### src/design/cau_pkg.sv
// ============================================================================
// cau_pkg
// Shared widths, codes and pipeline word types of the complex arithmetic unit.
// ============================================================================
package cau_pkg;

   localparam int IN_W          = 16;          // operand part, signed Q8.8
   localparam int RES_W         = 24;          // result part, signed
   localparam int PROD_W        = 2 * IN_W;    // one 16x16 product
   localparam int SUM_W         = PROD_W + 1;  // sum of two products
   localparam int MAG_W         = PROD_W;      // |sum| never exceeds 2^31
   localparam int DEN_W         = PROD_W;      // b_re^2 + b_im^2 <= 2^31
   localparam int REM_W         = DEN_W;       // partial remainder < den
   localparam int FRAC_BITS_DEF = 8;
   localparam int FRAC_BITS_MAX = 12;

   localparam logic signed [RES_W-1:0] RES_MAX = {1'b0, {(RES_W-1){1'b1}}};
   localparam logic signed [RES_W-1:0] RES_MIN = {1'b1, {(RES_W-1){1'b0}}};

   typedef enum logic [1:0] {
      OP_ADD = 2'd0,
      OP_SUB = 2'd1,
      OP_MUL = 2'd2,
      OP_DIV = 2'd3
   } cau_op_type;

   typedef enum logic [1:0] {
      ST_OK       = 2'd0,
      ST_DIV_ZERO = 2'd1,
      ST_SAT      = 2'd2
   } cau_status_type;

   // One result part inside the divider: remainder, numerator bits that are
   // shifted in from the top and replaced by quotient bits from the bottom.
   typedef struct packed {
      logic [REM_W-1:0] rem;
      logic [RES_W-1:0] bits;
      logic             neg;
      logic             ovf;
   } cau_part_type;

   typedef struct packed {
      cau_part_type     re;
      cau_part_type     im;
      logic [DEN_W-1:0] den;
      logic             dz;
   } cau_div_type;

endpackage

### src/design/cau_div_step.sv
// ============================================================================
// cau_div_step
// One restoring divide stage: one quotient bit per part, registered.
// ============================================================================
module cau_div_step
   import cau_pkg::*;
(
   input  logic        clock,
   input  logic        load,
   input  cau_div_type prev_word,
   output cau_div_type next_word
);

   cau_div_type step_in;
   cau_div_type step_ff;

   function automatic cau_part_type step_part(cau_part_type p, logic [DEN_W-1:0] den);
      logic [REM_W:0] trial;
      logic           qbit;
      cau_part_type   r;
      trial = {p.rem, p.bits[RES_W-1]};
      qbit  = (trial >= (REM_W+1)'(den));
      r     = p;
      if (qbit) begin
         r.rem = REM_W'(trial - (REM_W+1)'(den));
      end else begin
         r.rem = trial[REM_W-1:0];
      end
      r.bits = {p.bits[RES_W-2:0], qbit};
      return r;
   endfunction

   always_comb begin
      step_in    = prev_word;
      step_in.re = step_part(prev_word.re, prev_word.den);
      step_in.im = step_part(prev_word.im, prev_word.den);
   end

   always_ff @(posedge clock) begin
      if (load) begin
         step_ff <= step_in;
      end
   end

   assign next_word = step_ff;

endmodule

### config.mk
export PLATFORM = sky130hd
export DESIGN_NAME = cau_div_step
export DESIGN_NICKNAME = d
export VERILOG_FILES = /design/src/design/cau_pkg.sv /design/src/design/cau_div_step.sv
export SDC_FILE = /design/constraint.sdc
export NUM_CORES = 1
export LEC_CHECK = 0
export BUFFER_PORTS_ARGS = -buffer_cell sky130_fd_sc_hd__buf_4
export CAP_MARGIN = 10
export CELL_PAD_IN_SITES_DETAIL_PLACEMENT = 1
export CELL_PAD_IN_SITES_GLOBAL_PLACEMENT = 1
export CORE_MARGIN = 2
export CORE_UTILIZATION = 35
export CTS_BUF_LIST = sky130_fd_sc_hd__clkbuf_8
export DETAILED_ROUTE_END_ITERATION = 7
export GPL_TIMING_DRIVEN = 0
export PLACE_DENSITY = 0.75
export SYNTH_ARGS = -nofsm -noshare
export SYNTH_HDL_FRONTEND = slang
export SYNTH_SLANG_ARGS = --single-unit
### constraint.sdc
create_clock -name clock -period 4.8 [get_ports clock]
set_clock_uncertainty 0.2 [all_clocks]
set_input_delay 0.96 -clock clock [delete_from_list [all_inputs] [get_ports clock]]
set_output_delay 0.96 -clock clock [all_outputs]
set_load 0.01 [all_outputs]
==> key figures, run 1 <==
Synth
  • Post-synthesis simple-gate area fraction: 0.109
  • Mapped Area: 9160 um^2
  • Synthesized area per cell: 11.1 um^2
  • Mux cell area share after synthesis: 0.0563
  • Flops & latches, synth: 149
  • Synth Warn #: 0
  • Synth Instances: 825
  • Compound-Gate Fraction of Synth Area: 0.169
  • Post-synthesis sequential area ratio: 0.488
  • Yosys cell types: 67
  • Async S/R FF share, synth: 0
  • Ys flop type: edfxtp_1
  • Number of synthesized flops with an enable pin: 149
  • Synth Area in XOR/XNOR: 0.0449
  • Post-Synth Adder-Cell Area: 0.0918
  • Syn nets: 1042
  • Combinational family with the most area after synthesis: compound AO/OA/AOI/OAI gates

CTS
  • Htree depth: 4
  • Hold Buf Count CTS: 0
  • Clk root buf: clkbuf_8
  • Clock tree buffer depth: 2
  • Post-cts resize count: 0
  • Reg clk slew, reported paths: 0.10 ns
  • Setup Fix Bufs, Post-CTS: 0
  • TritonCTS buffer count: 17
  • Clock sink count: 149
  • CTS tree: yes

Detailed routing
  • WL met2: 15300 um
  • Post-route ant nets: 0
  • Drt drc: 0
  • First DRT Iteration DRCs: 432
  • Pre-Repair DR Iteration Count: 4
  • Uppermost layer routed: met4
  • Avg WL per Cell: 20.3 um
  • WL met3: 1000 um
  • Final wirelength: 30300 um
  • DRT met1 WL: 13300 um
  • Drt via density: 5.16
  • DR vias: 7702

Flow run
  • Max Cap Violations: 0

Floorplan
  • Die width: 166 um
  • Area of the core: 25900 um^2
  • Initial Utilization: 0.354
  • I/O pin cnt: 300
  • Total die area: 27500 um^2
  • # rows: 59
  • Die H: 166 um

Finish
  • Area growth, synth to finish: 33.5%
  • Layout cells sized above 1: 0.337
  • Final nets: 1361
  • Fin util: 0.472
  • Largest register FFs: 149
  • Diode count: 0

Placement
  • Detailed Place HPWL: 24200 um
  • Port Buf Inserts: 299
  • Final Wtd Congestion: 0.868

Global routing
  • Vias in the first global route: 8058
  • Initial antenna violation count: 0
  • Overflow after GRT: 0
  • Pin count of the biggest net entering global routing: 89
  • Total track usage: 0.216
  • First-pass GRT wire length: 46400 um

Timing
  • Worst hold slack: 0.466 ns
  • Final hold vios: 0
  • Tmin final: 3.84 ns
  • RSZ-0062 raised after global routing: no
  • Slew headroom: 0.533
  • # setup viols final: 0
  • Max Fclk: 0.261 GHz
  • Setup TNS: 0 ns
  • Measured slew at the worst slew-check pin: 0.695 ns
  • Period utilization: 0.800
  • Final slew viol count: 0

Critical path
  • Crit path launch type: input pin
  • Crit. End Element: flop
  • WS Path Type: in -> reg
  • Worst Path Required: 4.94 ns
  • Critical path peak fanout: 5
  • Crit path DAT: 3.98 ns

Power and ir drop
  • P per Cell Area: 313 nW/um^2
  • Leak: 5.42 nW
  • Total power: 0.00382 W
  • Maximum VDD drop: 0.150 mV

Outcome
  • Status: complete, no violations

Worst hold path
  • Min-delay worst type: in -> reg
==> routing by layer <==
layer | vias up | global-route usage
met5 | - | 0
met4 | 0 | 0.0722
met3 | 36 | 0.0296
met2 | 205 | 0.381
met1 | 3718 | 0.274
li1 | 3743 | -
==> where the power goes <==
part | switching [W] | internal (W)
logic | 0.000619 | 0.000568
clock network | 0.000595 | 0.000382
registers | 0.0000417 | 0.00162
total | 0.00126 | 0.00257
==> path summary, 6_finish.rpt <==
kind | startpoint | end | slack [ns] | depth (start not counted)
max | prev_word[1] | next_word[143] | 0.96 | 11
min | prev_word[115] | next_word[116] | 0.47 | 1
==> worst max-delay path: stages <==
cell and delay (ns):
buf_4 0.13, ha_1 0.22, fa_1 0.42, nor2b_1 0.19
o2111ai_1 0.16, a311oi_1 0.50, o31ai_1 0.16, a21oi_1 0.40
nor2_1 0.19, a311oi_1 0.43, mux2_4 0.22
==> final cells by class <==
cell class / count / area (um^2)
flip-flops and latches: 149 / 4470
clock buffers: 17 / 234
plain buffers: 23 / 144
well taps: 335 / 419
clock inverters: 15 / 139
multi-input cells: 592 / 4310
fillers: 2895 / 13700
inverters: 61 / 229
repair buffers: 300 / 2280
==> cell usage in the layout, fill, tap and decap left out, types with 21 or more instances in the layout <==
cell type	netlist	layout
nand2_1	67	67
xnor2_1	27	27
a21o_1	30	30
mux2_4	26	26
nor2_1	46	46
ha_1	64	64
o21ai_0	54	54
buf_4	0	298
a21oi_1	58	58
inv_1	59	59
nand3_1	21	21
edfxtp_1	149	149
==> stage by stage <==
step	setup slack, ns	instances	area [um^2]
after floorplan	1.17	825	9160
after global placement	0.526	1459	11800
after detailed placement	0.508	1460	11900
after CTS	1.00	1492	12200
after global routing	0.815	1492	12200
final	0.962	1492	12200
==> cells by family after synthesis <==
group	count (synthesis)
mux	38
flops	149
compound gates	234
xor+xnor	47
buf+inv	84
fa+ha+maj	66
simple gates	207
==> synthesized netlist by cell type (all sizes together), types with 4 or more instances <==
master | instances | share of area
mux2 | 30 | 0.048
or3 | 5 | 0.0034
nand3 | 21 | 0.011
buf | 13 | 0.011
nor2 | 46 | 0.019
o21bai | 7 | 0.0057
edfxtp | 149 | 0.49
and3 | 9 | 0.0067
a21oi | 60 | 0.034
clkbuf | 10 | 0.0045
a21o | 30 | 0.025
xnor2 | 27 | 0.026
nand4 | 14 | 0.0096
and2 | 4 | 0.0027
o31ai | 9 | 0.0079
o21a | 7 | 0.0059
inv | 61 | 0.025
ha | 64 | 0.087
mux2i | 8 | 0.0087
o211ai | 5 | 0.0041
xor2 | 20 | 0.019
nor3 | 16 | 0.0087
a211oi | 12 | 0.011
o21ai | 58 | 0.032
a311oi | 6 | 0.0057
nor2b | 13 | 0.0089
nand2 | 67 | 0.027
a31oi | 8 | 0.0055
Power figures use the tool's default switching activity.
==> run 2: changes to the inputs <==
ABC_AREA = 1   (was default)
PLACE_DENSITY = 0.81   (was 0.75)
clock period = 3.27 ns   (was 4.8 ns; I/O delays follow)
==> run 2 against run 1 <==
  * Non-clock buffer count down 4
  * First-iteration DRC count up 16%
  * Die area up 17%
  * Synthesized cell count up 75%
  * Highest routed layer unchanged
==> key figures, run 2 <==
Floorplan
  • Initial Utilization: 0.353 (about the same)
  • Die H: 179 um (+8.0%)
  • I/O pin cnt: 300 (unchanged)
  • Area of the core: 30300 um^2 (+17%)
  • # rows: 64 (+8.5%)
  • Total die area: 32000 um^2 (+17%)
  • Die width: 179 um (+8.0%)

CTS
  • Reg clk slew, reported paths: 0.08 ns (-0.02 ns)
  • Htree depth: 4 (unchanged)
  • Setup Fix Bufs, Post-CTS: 0 (unchanged)
  • Clock sink count: 149 (unchanged)
  • Post-cts resize count: 0 (unchanged)
  • CTS tree: yes
  • Clk root buf: clkbuf_8
  • Clock tree buffer depth: 2 (unchanged)
  • Hold Buf Count CTS: 0 (unchanged)
  • TritonCTS buffer count: 17 (unchanged)

Global routing
  • Pin count of the biggest net entering global routing: 97 (+9.0%)
  • Total track usage: 0.246 (+0.0292)
  • Vias in the first global route: 10954 (+36%)
  • Overflow after GRT: 0 (unchanged)
  • Initial antenna violation count: 1 (+1)
  • First-pass GRT wire length: 58900 um (+27%)

Timing
  • # setup viols final: 0 (unchanged)
  • RSZ-0062 raised after global routing: no
  • Final slew viol count: 0 (unchanged)
  • Final hold vios: 0 (unchanged)
  • Worst hold slack: 0.157 ns (-0.309 ns)
  • Tmin final: 2.67 ns
  • Measured slew at the worst slew-check pin: 0.589 ns (-0.107 ns)
  • Period utilization: 0.817
  • Max Fclk: 0.375 GHz
  • Setup TNS: 0 ns (unchanged)
  • Setup slack after layout: 0.600 ns (-0.362 ns)
  • Slew headroom: 0.607 (+0.0746)

Detailed routing
  • Final wirelength: 39600 um (+31%)
  • Pre-Repair DR Iteration Count: 4 (unchanged)
  • DR vias: 10426 (+35%)
  • First DRT Iteration DRCs: 499 (+16%)
  • Post-route ant nets: 0 (unchanged)
  • Drt drc: 0 (unchanged)
  • Avg WL per Cell: 18.3 um (-9.9%)
  • Drt via density: 4.81 (-6.9%)

Finish
  • Final cell count without fillers: 2169 (+45%)
  • Final nets: 1978 (+45%)
  • Largest register FFs: 149 (unchanged)
  • Fin util: 0.457 (-0.0148)
  • Commonest non-fill, non-tap cell in the layout: nand2_1
  • Most frequent cells in the layout: 572 x nand2_1, 300 x buf_4, 280 x inv_1, 149 x edfxtp_1, 117 x nand3_1
  • Area growth, synth to finish: 29.4%
  • Area occupied by multi-input gates: 5040 um^2 (+17%)
  • FILL cells: 3863 (+33%)
  • Register Area: 4470 um^2 (unchanged)
  • Layout cells sized above 1: 0.228 (-0.109)

Synth
  • Commonest cells post-synth: 572 x nand2_1, 277 x inv_1, 149 x edfxtp_1, 117 x nand3_1, 71 x nor2_1
  • Flops & latches, synth: 149 (unchanged)
  • Synth Warn #: 0 (unchanged)
  • Mapped Area: 10700 um^2 (+17%)
  • Synth Instances: 1442 (+75%)
  • Ys flop type: edfxtp_1
  • Synthesized area per cell: 7.44 um^2 (-33%)
  • Post-synthesis sequential area ratio: 0.417 (-0.0711)
  • Largest cells by area after synthesis: edfxtp_1 42%, nand2_1 20%, inv_1 9.7%
  • Yosys top cell area share: 0.417 (-0.0711)
  • Top-count cell post-synth: nand2_1
  • Syn nets: 1659 (+59%)
  • Number of synthesized flops with an enable pin: 149 (unchanged)
  • Yosys cell types: 34 (-49%)
  • Async S/R FF share, synth: 0 (unchanged)
  • Largest area contributor in the netlist: edfxtp_1

Critical path
  • Most used cell, CP: nand2_1
  • Crit path DAT: 2.70 ns (-1.28 ns)
  • Crit path launch type: input pin
  • CP peak stage delay: 0.39 ns (-0.11 ns)
  • Crit. End Element: flop
  • Family with the most delay on the worst path: simple AND/OR/NAND/NOR gates
  • Critical path peak fanout: 10 (+5)
  • Worst Path Required: 3.30 ns (-1.64 ns)
  • WS Path Type: in -> reg
  • Crit-path cells: buf_4 -> inv_1 -> ha_1 -> nand2_1 -> inv_1 -> nand2_1 -> nand2_1 -> inv_1 -> nand2_1 -> inv_1 -> nand2_2 -> nand2_2 -> nand2_8 -> buf_6 -> nand3_1 -> nand2_1
  • Slowest CP cell: ha_1
  • CP startpoint: prev_word[17]
  • CP bufs+invs: 6 (+5)

Placement
  • DP Worst Slack: 0.153 ns (-0.356 ns)
  • Port Buf Inserts: 299 (unchanged)
  • Final Wtd Congestion: 0.939 (+8.3%)
  • Detailed Place HPWL: 33400 um (+38%)
  • # placed instances: 2138 (+46%)

Power and ir drop
  • P per Cell Area: 418 nW/um^2 (+34%)
  • Maximum VDD drop: 0.245 mV (+63%)
  • Leak: 7.47 nW (+38%)

Worst hold path
  • Min-delay worst type: in -> reg
  • HP Start: prev_word[37]

Flow run
  • Max Cap Violations: 0 (unchanged)

Outcome
  • Status: complete, no violations
-- run 2: cell count changes in the layout (fill, tap and decap cells not counted), sizes merged, moves of 12 or more --
cell	before	now
a211oi	12	0
a21o	30	1
a21oi	60	38
inv	70	284
mux2	30	0
nand2	67	595
nand3	21	129
nand3b	0	13
nor2	46	87
nor2b	13	0
o21ai	58	3
xnor2	27	2
-- run 2: where the power goes --
part | internal (W) | total, W | leakage, nW | switching (W)
clock | 0.000732 | 0.00146 | 0.202 | 0.000731
combinational | 0.000761 | 0.00191 | 5.81 | 0.00114
sequential | 0.00236 | 0.00243 | 1.46 | 0.0000652
-- run 2: per-stage QoR --
step | power [W] | area, um^2
after global placement | 0.00431 | 13500
final | 0.00580 | 13900
after detailed placement | 0.00438 | 13500
after CTS | 0.00585 | 13900
after global routing | 0.00612 | 13900
after floorplan | 0.00349 | 10700
-- run 2: area by class of cell --
cell class | count | area share
multi-input combinational | 993 | 0.363
sequential | 149 | 0.322
timing repair buffer | 300 | 0.164
inverter | 281 | 0.0760
tap | 396 | 0.0357
clock buffer | 17 | 0.0169
buffer | 19 | 0.0111
clock inverter | 13 | 0.0105
antenna | 1 | 0.000180
-- run 2: cell families (layout without fill, tap and decap cells) --
| family | Yosys count | count (layout) | share of synthesized area |
|---|---|---|---|
| AOI/OAI and AO/OA | 45 | 45 | 0.0223 |
| and+or+nand+nor | 854 | 854 | 0.346 |
| buffers and inverters | 300 | 630 | 0.113 |
| DFF | 149 | 149 | 0.417 |
| xor gates and xnor gates | 28 | 28 | 0.0229 |
| adders and majority gates | 66 | 66 | 0.0784 |
| other | 0 | 1 | 0 |
-- run 2: worst paths after layout --
| check | to | slack [ns] | depth (start not counted) |
|---|---|---|---|
| max | next_word[86] | 0.60 | 16 |
| min | next_word[38] | 0.16 | 1 |
-- run 2: routing by layer --
layer,share of wire,global-route usage
met1,0.40,0.277
met2,0.51,0.452
met3,0.056,0.0416
met4,0.037,0.107
met5,0,0
==> run 3: changes to the inputs <==
PLACE_DENSITY = 0.78   (was 0.81)
clock period = 2.75 ns   (was 3.27 ns; I/O delays follow)
==> run 3 against run 2 <==
  * Final area rose by 0.60%
  * Sequential power increased by 19%
  * Highest routed layer unchanged
  * Critical endpoint is now next_word[90]
  * Sequential share of layout area is 0.19 points lower
  * Largest cell class unchanged
  * Global-route usage barely moved
  * Combinational power grew 19%
==> key figures, run 3 (synthesized netlist as in run 2, its figures left out) <==
CTS
  • Setup Fix Bufs, Post-CTS: 0 (unchanged)
  • Clock tree buffer depth: 2 (unchanged)
  • Reg clk slew, reported paths: 0.09 ns (about the same)
  • Clk root buf: clkbuf_8
  • Clock sink count: 149 (unchanged)
  • TritonCTS buffer count: 17 (unchanged)
  • Htree depth: 4 (unchanged)
  • CTS tree: yes

Global routing
  • Initial antenna violation count: 1 (unchanged)
  • First-pass GRT wire length: 59200 um (+0.50%)
  • Overflow after GRT: 0 (unchanged)
  • Vias in the first global route: 10774 (-1.6%)
  • Pin count of the biggest net entering global routing: 98 (+1.0%)
  • Total track usage: 0.245 (-0.000313)

Critical path
  • Crit-path cells: buf_4 -> inv_1 -> ha_1 -> nand2_1 -> nor2_2 -> nand2_1 -> nor2_2 -> nand2_1 -> nor2_2 -> nor2_4 -> buf_2 -> nand3_1 -> nand2_1
  • Slowest CP cell: ha_1
  • Family with the most delay on the worst path: simple AND/OR/NAND/NOR gates
  • CP bufs+invs: 3 (-3)
  • Crit path launch type: input pin
  • CP peak stage delay: 0.42 ns (+0.03 ns)
  • Crit path DAT: 2.56 ns (-0.14 ns)
  • WS Path Type: in -> reg
  • Critical path peak fanout: 10 (unchanged)
  • Worst Path Required: 2.73 ns (-0.57 ns)
  • Crit. End Element: flop
  • Most used cell, CP: nand2_1

Finish
  • Layout cells sized above 1: 0.231 (+0.00313)
  • Fin util: 0.460 (+0.00276)
  • Commonest non-fill, non-tap cell in the layout: nand2_1
  • Most frequent cells in the layout: 572 x nand2_1, 300 x buf_4, 278 x inv_1, 149 x edfxtp_1, 117 x nand3_1
  • Final nets: 1978 (unchanged)
  • Area growth, synth to finish: 30.2%
  • Largest register FFs: 149 (unchanged)

Detailed routing
  • Drt via density: 4.74 (-1.3%)
  • DR vias: 10301 (-1.2%)
  • Avg WL per Cell: 18.2 um (-0.55%)
  • Post-route ant nets: 0 (unchanged)
  • Final wirelength: 39400 um (-0.46%)
  • Pre-Repair DR Iteration Count: 4 (unchanged)
  • Drt drc: 0 (unchanged)
  • First DRT Iteration DRCs: 488 (-2.2%)

Timing
  • Max Fclk: 0.388 GHz
  • Setup slack after layout: 0.173 ns (-0.427 ns)
  • RSZ-0062 raised after global routing: no
  • Slew headroom: 0.619 (+0.0111)
  • Final slew viol count: 0 (unchanged)
  • Final hold vios: 0 (unchanged)
  • Period utilization: 0.937
  • Measured slew at the worst slew-check pin: 0.572 ns (-0.0166 ns)
  • Tmin final: 2.58 ns
  • # setup viols final: 0 (unchanged)

Power and ir drop
  • Maximum VDD drop: 0.336 mV (+38%)
  • Sequential share of power: 0.401 (-0.018)
  • Leak: 7.49 nW (+0.35%)
  • Combinational Power Share: 0.316 (-0.013)
  • Switching power: 0.00238 W (+22%)
  • P per Cell Area: 515 nW/um^2 (+23%)
  • Switching Share: 0.331 (-0.00377)
  • Internal Pwr Total: 0.00481 W (+25%)
  • Clock power frac: 0.283 (+0.031)
  • Total power: 0.00718 W (+24%)

Worst hold path
  • Min-delay worst type: in -> reg

Placement
  • Port Buf Inserts: 299 (unchanged)
  • DP Worst Slack: -0.451 ns (-0.604 ns)
  • Final Wtd Congestion: 0.896 (-4.6%)
  • Detailed Place HPWL: 33100 um (-0.77%)

Floorplan
  • I/O pin cnt: 300 (unchanged)
  • # rows: 64 (unchanged)
  • Area of the core: 30300 um^2 (unchanged)
  • Initial Utilization: 0.353 (unchanged)
  • Die width: 179 um (unchanged)
  • Die H: 179 um (unchanged)
  • Total die area: 32000 um^2 (unchanged)

Outcome
  • Status: complete, no violations

Flow run
  • Max Cap Violations: 0 (unchanged)
[run 3: changes by cell type in the layout (fill, tap and decap cells not counted), sizes merged]
cell	change
clkinvlp	+1
clkinv	-3
bufinv	+2
inv	+2
[run 3: timing repair]
item / CTS / global route
endpoints found under the hold margin: 0 / 0
setup endpoints to repair: 0 / 2
resized for setup: 0 / 1
hold buffers: 0 / 0
[run 3: area by class of cell]
| class | count | area, um^2 |
|---|---|---|
| Antenna cell | 1 | 2.50 |
| Buffer | 19 | 154 |
| Clock buffer | 17 | 234 |
| Clock inverter | 15 | 226 |
| Fill cell | 3855 | 16400 |
| Inverter | 281 | 1050 |
| Multi-Input combinational cell | 993 | 5040 |
| Sequential cell | 149 | 4470 |
| Tap cell | 396 | 495 |
| Timing Repair Buffer | 300 | 2280 |
[run 3: stage by stage]
step | instances | hold slack [ns] | area (um^2) | TNS (ns)
after global placement | 2137 | 0.528 | 13500 | -12.47
after global routing | 2171 | 0.0142 | 14000 | 0
after CTS | 2170 | 0.0238 | 14000 | 0
after detailed placement | 2138 | 0.529 | 13500 | -14.73
after floorplan | 1442 | 0.449 | 10700 | 0
final | 2171 | 0.0507 | 14000 | 0
[run 3: per-layer routing]
layer	GRT usage	routed length (um)	up-vias
li1	-	-	5133
met1	0.287	16600	4874
met2	0.457	20100	249
met3	0.0367	1790	45
met4	0.0772	973	0
met5	0	0	-
[run 3: path summary, 6_finish.rpt]
path	slack (ns)	depth (start not counted)	end	start
max	0.17	13	next_word[90]	prev_word[22]
min	0.05	1	next_word[97]	prev_word[96]
[run 3: power groups by stage]
stage	registers, W	clock network (W)	logic (W)
floorplan	0.00306	0	0.00108
global placement	0.00293	0	0.00221
detailed placement	0.00294	0	0.00227
CTS	0.00289	0.00208	0.00228
global route	0.00291	0.00216	0.00251
finish	0.00288	0.00203	0.00227
